## src/rtl/assert_macros.svh

```systemverilog
// Assertion macros shared by the page bitmap range marker RTL.
// Included by files that check their own logic; no other dependencies.
`ifndef ASSERT_MACROS_SVH
`define ASSERT_MACROS_SVH

`ifndef NO_ASSERTIONS

// Same-cycle implication, sampled on clk and off during reset
`define PBM_ASSERT_IMP(label, ante, cons) \
    label: assert property (@(posedge clk) disable iff (!rst_n) (ante) |-> (cons)) \
        else $error("pbm assertion failed");

// Next-cycle implication, sampled on clk and off during reset
`define PBM_ASSERT_NXT(label, ante, cons) \
    label: assert property (@(posedge clk) disable iff (!rst_n) (ante) |=> (cons)) \
        else $error("pbm assertion failed");

`else

`define PBM_ASSERT_IMP(label, ante, cons)
`define PBM_ASSERT_NXT(label, ante, cons)

`endif

`endif

```

## src/rtl/pbm_pkg.sv

```systemverilog
// Shared constants, types and helper functions of the page bitmap range marker.
// Used by pbm_ctrl, pbm_datapath and page_bitmap_range_marker; no dependencies.
package pbm_pkg;

    // Address space and page geometry
    localparam int ADDR_BITS       = 32;
    localparam int PAGE_SHIFT      = 12;
    localparam int PAGES_PER_ENTRY = 8;
    localparam int IN_ADDR_W       = 32;

    // Derived widths
    localparam int ENTRY_W     = PAGES_PER_ENTRY;
    localparam int SLOT_BITS   = $clog2(PAGES_PER_ENTRY);
    localparam int PAGE_W      = ADDR_BITS - PAGE_SHIFT;
    localparam int IDX_W       = PAGE_W - SLOT_BITS;
    localparam int STORE_DEPTH = 1 << IDX_W;

    typedef logic [ADDR_BITS-1:0] addr_t;
    typedef logic [PAGE_W-1:0]    page_t;
    typedef logic [IDX_W-1:0]     idx_t;
    typedef logic [SLOT_BITS-1:0] slot_t;
    typedef logic [ENTRY_W-1:0]   entry_t;

    localparam entry_t FULL_ENTRY = {ENTRY_W{1'b1}};
    localparam entry_t ZERO_ENTRY = {ENTRY_W{1'b0}};
    localparam slot_t  SLOT_FIRST = {SLOT_BITS{1'b0}};
    localparam slot_t  SLOT_LAST  = {SLOT_BITS{1'b1}};

    // Request and response codes
    localparam logic REQ_UPDATE  = 1'b0;
    localparam logic REQ_QUERY   = 1'b1;
    localparam logic RESP_UPDATE = 1'b0;
    localparam logic RESP_QUERY  = 1'b1;

    typedef enum logic [3:0] {
        ST_CLEAR,
        ST_IDLE,
        ST_DECODE,
        ST_FIRST_RD,
        ST_FIRST_WR,
        ST_MID_WR,
        ST_LAST_RD,
        ST_LAST_WR,
        ST_QUERY_RD,
        ST_QUERY_CHK,
        ST_FINISH
    } state_t;

    typedef enum logic [2:0] {
        ADDR_CLR,
        ADDR_FIRST,
        ADDR_WALK,
        ADDR_LAST,
        ADDR_QUERY
    } addr_sel_t;

    typedef enum logic [1:0] {
        WD_ZERO,
        WD_FIRST,
        WD_LAST,
        WD_FULL
    } wdata_sel_t;

    // Controller to datapath
    typedef struct packed {
        logic       load;
        logic       dec_load;
        logic       walk_init;
        logic       walk_inc;
        logic       clr_inc;
        logic       ram_re;
        logic       ram_we;
        addr_sel_t  addr_sel;
        wdata_sel_t wdata_sel;
        logic       fail_load;
        logic       out_load;
    } pbm_cmd_t;

    // Datapath to controller
    typedef struct packed {
        logic clr_done;
        logic is_query;
        logic noop;
        logic single_entry;
        logic first_to_last;
        logic walk_last;
        logic out_free;
    } pbm_status_t;

    // Keep the low ADDR_BITS bits of an input address, zero-extending if narrower
    function automatic addr_t mask_addr(input logic [IN_ADDR_W-1:0] a);
        logic [IN_ADDR_W+ADDR_BITS-1:0] t;
        t = {{ADDR_BITS{1'b0}}, a};
        return t[ADDR_BITS-1:0];
    endfunction

    // Bits lo..hi set, inclusive
    function automatic entry_t span_mask(input slot_t lo, input slot_t hi);
        entry_t up;
        entry_t dn;
        up = FULL_ENTRY << lo;
        dn = FULL_ENTRY >> (SLOT_LAST - hi);
        return up & dn;
    endfunction

endpackage

```

## src/rtl/pbm_ctrl.sv

```systemverilog
// Controller of the page bitmap range marker: sequences the clearing sweep,
// range updates and queries. Uses pbm_pkg.
module pbm_ctrl (
    input  logic                  clk,
    input  logic                  rst_n,
    input  logic                  in_valid,
    output logic                  in_ready,
    input  pbm_pkg::pbm_status_t  status,
    output pbm_pkg::pbm_cmd_t     cmd
);

    pbm_pkg::state_t state_reg;
    pbm_pkg::state_t state_next;

    always_ff @(posedge clk or negedge rst_n)
    begin
        if (!rst_n)
        begin
            state_reg <= pbm_pkg::ST_CLEAR;
        end
        else
        begin
            state_reg <= state_next;
        end
    end

    // Next state
    always_comb
    begin
        state_next = state_reg;
        unique case (state_reg)
            pbm_pkg::ST_CLEAR:
                if (status.clr_done)
                    state_next = pbm_pkg::ST_IDLE;
            pbm_pkg::ST_IDLE:
                if (in_valid)
                    state_next = pbm_pkg::ST_DECODE;
            pbm_pkg::ST_DECODE:
                if (status.is_query)
                    state_next = pbm_pkg::ST_QUERY_RD;
                else if (status.noop)
                    state_next = pbm_pkg::ST_FINISH;
                else
                    state_next = pbm_pkg::ST_FIRST_RD;
            pbm_pkg::ST_FIRST_RD:
                state_next = pbm_pkg::ST_FIRST_WR;
            pbm_pkg::ST_FIRST_WR:
                if (status.single_entry)
                    state_next = pbm_pkg::ST_FINISH;
                else if (status.first_to_last)
                    state_next = pbm_pkg::ST_LAST_RD;
                else
                    state_next = pbm_pkg::ST_MID_WR;
            pbm_pkg::ST_MID_WR:
                if (status.walk_last)
                    state_next = pbm_pkg::ST_LAST_RD;
            pbm_pkg::ST_LAST_RD:
                state_next = pbm_pkg::ST_LAST_WR;
            pbm_pkg::ST_LAST_WR:
                state_next = pbm_pkg::ST_FINISH;
            pbm_pkg::ST_QUERY_RD:
                state_next = pbm_pkg::ST_QUERY_CHK;
            pbm_pkg::ST_QUERY_CHK:
                state_next = pbm_pkg::ST_FINISH;
            pbm_pkg::ST_FINISH:
                if (status.out_free)
                    state_next = pbm_pkg::ST_IDLE;
            default:
                state_next = pbm_pkg::ST_CLEAR;
        endcase
    end

    // Commands
    always_comb
    begin
        in_ready      = 1'b0;
        cmd           = '0;
        cmd.addr_sel  = pbm_pkg::ADDR_CLR;
        cmd.wdata_sel = pbm_pkg::WD_ZERO;
        unique case (state_reg)
            pbm_pkg::ST_CLEAR:
            begin
                cmd.ram_we  = 1'b1;
                cmd.clr_inc = 1'b1;
            end
            pbm_pkg::ST_IDLE:
            begin
                in_ready = 1'b1;
                cmd.load = in_valid;
            end
            pbm_pkg::ST_DECODE:
                cmd.dec_load = 1'b1;
            pbm_pkg::ST_FIRST_RD:
            begin
                cmd.addr_sel = pbm_pkg::ADDR_FIRST;
                cmd.ram_re   = 1'b1;
            end
            pbm_pkg::ST_FIRST_WR:
            begin
                cmd.addr_sel  = pbm_pkg::ADDR_FIRST;
                cmd.wdata_sel = pbm_pkg::WD_FIRST;
                cmd.ram_we    = 1'b1;
                cmd.walk_init = 1'b1;
            end
            pbm_pkg::ST_MID_WR:
            begin
                cmd.addr_sel  = pbm_pkg::ADDR_WALK;
                cmd.wdata_sel = pbm_pkg::WD_FULL;
                cmd.ram_we    = 1'b1;
                cmd.walk_inc  = 1'b1;
            end
            pbm_pkg::ST_LAST_RD:
            begin
                cmd.addr_sel = pbm_pkg::ADDR_LAST;
                cmd.ram_re   = 1'b1;
            end
            pbm_pkg::ST_LAST_WR:
            begin
                cmd.addr_sel  = pbm_pkg::ADDR_LAST;
                cmd.wdata_sel = pbm_pkg::WD_LAST;
                cmd.ram_we    = 1'b1;
            end
            pbm_pkg::ST_QUERY_RD:
            begin
                cmd.addr_sel = pbm_pkg::ADDR_QUERY;
                cmd.ram_re   = 1'b1;
            end
            pbm_pkg::ST_QUERY_CHK:
                cmd.fail_load = 1'b1;
            pbm_pkg::ST_FINISH:
                cmd.out_load = status.out_free;
            default:
                cmd.load = 1'b0;
        endcase
    end

endmodule

```

## config.mk

```make
export PLATFORM = sky130hd
export DESIGN_NAME = pbm_ctrl
export DESIGN_NICKNAME = d
export VERILOG_FILES = /design/src/rtl/assert_macros.svh /design/src/rtl/pbm_pkg.sv /design/src/rtl/pbm_ctrl.sv
export SDC_FILE = /design/constraint.sdc
export NUM_CORES = 1
export LEC_CHECK = 0
export BUFFER_PORTS_ARGS = -buffer_cell sky130_fd_sc_hd__buf_2
export CORE_AREA = 2 2 39 41
export DETAILED_ROUTE_END_ITERATION = 8
export DIE_AREA = 0 0 41 43
export PLACE_DENSITY = 0.66
export SLEW_MARGIN = 5
export SYNTH_ARGS = -nofsm -noshare
export SYNTH_HDL_FRONTEND = slang
export SYNTH_SLANG_ARGS = --single-unit
```

## constraint.sdc

```tcl
create_clock -name clk -period 1.45 [get_ports clk]
set_input_delay 0.0725 -clock clk [delete_from_list [all_inputs] [get_ports clk]]
set_output_delay 0.0725 -clock clk [all_outputs]
set_load 0.005 [all_outputs]
```

==> impl_metrics.csv <==
group,metric,value,unit
run_status,status,"finished with violations",
run_status,violations,"negative setup slack",
drt,routedWlPerCell,12.61,um
synthesis,ys.flop_type,"dfrtp_1",
floorplanning,core,1384,sq um
power_and_ir_drop,total_power,2.058,mW
power_and_ir_drop,irDropWorstVdd,842.8,uV
worst_hold_path,min_path_type,"primary input to register",
drt,drtAntennaViolNets,0,
synthesis,synth_top_area_cell,"dfrtp_1",
layout,fin_area,830.8,sq um
worst_hold_path,whs_path_depth,2,
grt,grt_pass1_vias,588,
grt,grt_start_max_net_pins,15,
timing,relSlewSlack,83.68,%
clock_tree,root_buffer,"clkbuf_4",
drt,met2_length,839,um
power_and_ir_drop,internal-power,1.177,mW
synthesis,netlist.area_leader.share,22.10,%
floorplanning,rows,14,
synthesis,ys_seq_elements,4,
synthesis,postSynthAreaPerCell,6.968,sq um
timing,slew_viol_final,0,
grt,grt_pass1_wl,2.332,mm
floorplanning,io_pins,25,
clock_tree,cts_tree,"built",
drt,highest_layer,"met4",
clock_tree,clk_path_buf_depth,2,
critical_path,cp-end-kind,"register",
synthesis,ys_top_cells_by_area,"dfrtp_1, nor2_1, nand2b_1, nand2_1, buf_2",
synthesis,synthesis.area,452.9,sq um
clock_tree,cts_sinks,4,
clock_tree,clk_pin_slew,0.04,ns
floorplanning,die_x,41,um
timing,rsz0062_at_grt,"yes",
drt,dr.pass1.iters,4,
layout,fin_nets,118,
critical_path,crit_arrival,1.71,ns
power_and_ir_drop,swShare,42.83,%
floorplanning,die_y,43,um
timing,finClkSkew,0.0008900,ns
synthesis,yosysUniqueCellTypes,27,
drt,wl_met1,613,um
synthesis,postSynthNetCount,75,
power_and_ir_drop,p_per_area,2477,nW/um^2
synthesis,synth_edf_count,0,
layout,fillers,122,
layout,largest_reg_flops,4,
drt,drc_errors,0,
floorplanning,fp.dieArea,1763,sq um
drt,vias,627,
drt,drt_wl_total,1.538,mm
timing,min_period,1.591,ns
drt,wl_met3,66,um
timing,final.setup.worst_slack,-0.1408,ns
grt,grt_overflow_total,0,
critical_path,crit_type,"register to register",
synthesis,synth_simple_gate_area_share,35.91,%
critical_path,r2r_cells,4,
synthesis,ys_warn_count,0,
synthesis,async_reset_ff_share,100.0,%
timing,tns,-0.1702,ns
synthesis,synthXorXnorAreaFrac,1.934,%
critical_path,cp_max_fo,3,
power_and_ir_drop,seq_power_share,10.4,%
timing,setup_viol,3,
placement,io_buffers,24,
synthesis,synthCells,65,
timing,fmax,628.6,MHz
power_and_ir_drop,clkPwrFrac,6.7,%
placement,finalWeightedCongestion,0.8097,
layout,area_growth,83.43,%
timing,hold_violations,0,
floorplanning,start_util,32.73,%
drt,via_per_inst,5.139,
power_and_ir_drop,power_leakage,0.4213,nW
synthesis,ys_seq_area_share,22.10,%
synthesis,synth_compound_area_share,28.45,%
clock_tree,htreeDepth,1,
synthesis,synth_adder_area_share,0,%
grt,antenna_found_initial,0,
power_and_ir_drop,p_switching,0.8814,mW
critical_path,crit_required,1.56,ns
run,cap_violations,0,
timing,fin_crit_sh,109.7,%
placement,detailed_place.area,681.9,sq um
power_and_ir_drop,p_comb_share,82.9,%
placement,dp_hpwl,1.074,mm
critical_path,start_kind,"register",
grt,grt.total_usage,19.19,%
layout,drive_gt1_share,55.66,%
layout,n_antenna_cell,0,
synthesis,synth_top_family_by_area,"simple AND/OR/NAND/NOR gates",
synthesis,muxShareOfSynthArea,4.696,%
placement,dpl_worst_slack,-0.09276,ns
clock_tree,insertion_delay,0.23,ns
clock_tree,numCtsBuffers,3,
drt,drtIter0Drc,11,
timing,worst_pin_slew,0.2448,ns
synth_stat cells (2+ instances only):
cell / number
dfrtp_1: 4
buf_2: 4
o21bai_1: 2
nor2_1: 12
nand2b_1: 7
or2_1: 2
a21oi_1: 3
nand2_1: 6
o22a_1: 2
o22ai_1: 3
nor3_1: 4
logic make-up (layout without fill, tap and decap cells):
logic type                Yosys count  count (layout)
and+or+nand+nor                    34              34
AOI/OAI and AO/OA                  17              17
buffers and inverters               7              48
DFF                                 4               4
muxes                               2               2
xor gates and xnor gates            1               1
path summary, 6_finish.rpt:
| check | start | to | slack, ns |
|---|---|---|---|
| worst max-delay path | state_reg[2]$_DFFE_PN0P_ | state_reg[0]$_DFFE_PN0P_ | -0.14 |
| max in group asynchronous | rst_n | state_reg[1]$_DFFE_PN0P_ | 1.14 |
| worst min-delay path | status[0] | state_reg[1]$_DFFE_PN0P_ | 0.08 |
| min in group asynchronous | rst_n | state_reg[2]$_DFFE_PN0P_ | 0.19 |
| worst min register to register | state_reg[1]$_DFFE_PN0P_ | state_reg[3]$_DFFE_PN0P_ | 0.72 |
| worst max register to register | state_reg[2]$_DFFE_PN0P_ | state_reg[0]$_DFFE_PN0P_ | -0.14 |
placed cells by master (no fill, tap or decap), drive strengths merged, types with 2 or more instances in the layout:
| cell | count |
|---|---|
| nand2 | 6 |
| o21ai | 2 |
| o32ai | 2 |
| nor2 | 12 |
| buf | 42 |
| a21oi | 3 |
| clkbuf | 3 |
| o22ai | 3 |
| or2 | 2 |
| o22a | 2 |
| dfrtp | 4 |
| nor3 | 4 |
| inv | 2 |
| o21bai | 2 |
| nand2b | 7 |
worst max-delay path, stage by stage (launching register included):
cell     delay (ns)
dfrtp_1        0.38
or2_1          0.26
o22a_1         0.21
o32ai_4        0.30
mux2_4         0.32
layer usage:
layer	GRT usage, %	vias up
li1	-	311
met1	22.62	292
met2	30.31	22
met3	3.665	2
met4	11.33	0
met5	0	-
cell type report:
| class | instances | area (sq um) | area share, % |
|---|---|---|---|
| clock buffers | 3 | 22.52 | 2.711 |
| inverters | 2 | 7.507 | 0.9036 |
| multi-input cells | 54 | 400.4 | 48.19 |
| flip-flops and latches | 4 | 100.1 | 12.05 |
| well taps | 16 | 20.02 | 2.410 |
| repair buffers | 43 | 280.3 | 33.73 |
power groups by stage:
| stage | logic [mW] | registers, mW | clock network [mW] |
|---|---|---|---|
| 2_1_floorplan | 0.736 | 0.225 | 0 |
| 3_3_place_gp | 1.29 | 0.203 | 0 |
| 3_5_place_dp | 1.31 | 0.205 | 0 |
| 4_1_cts | 1.49 | 0.205 | 0.145 |
| 5_1_grt | 1.88 | 0.222 | 0.144 |
| 6_report | 1.71 | 0.213 | 0.139 |
metrics by stage:
| stage | util (%) | hold slack [ns] | instances |
|---|---|---|---|
| after floorplan | - | -0.2231 | 65 |
| after global placement | 49.28 | -0.1200 | 115 |
| after detailed placement | 49.28 | -0.1203 | 115 |
| after CTS | 55.88 | 0.05398 | 122 |
| after global routing | 60.04 | 0.08433 | 122 |
| final | 60.04 | 0.08287 | 122 |
what timing repair did:
item	CTS	global route
setup buffers	4	1
setup endpoints to repair	8	11
pin swaps	2	7
hold buffers	1	0
endpoints found under the hold margin	4	0
resized for setup	8	11
Note: power is estimated with default switching activity, not from simulation.
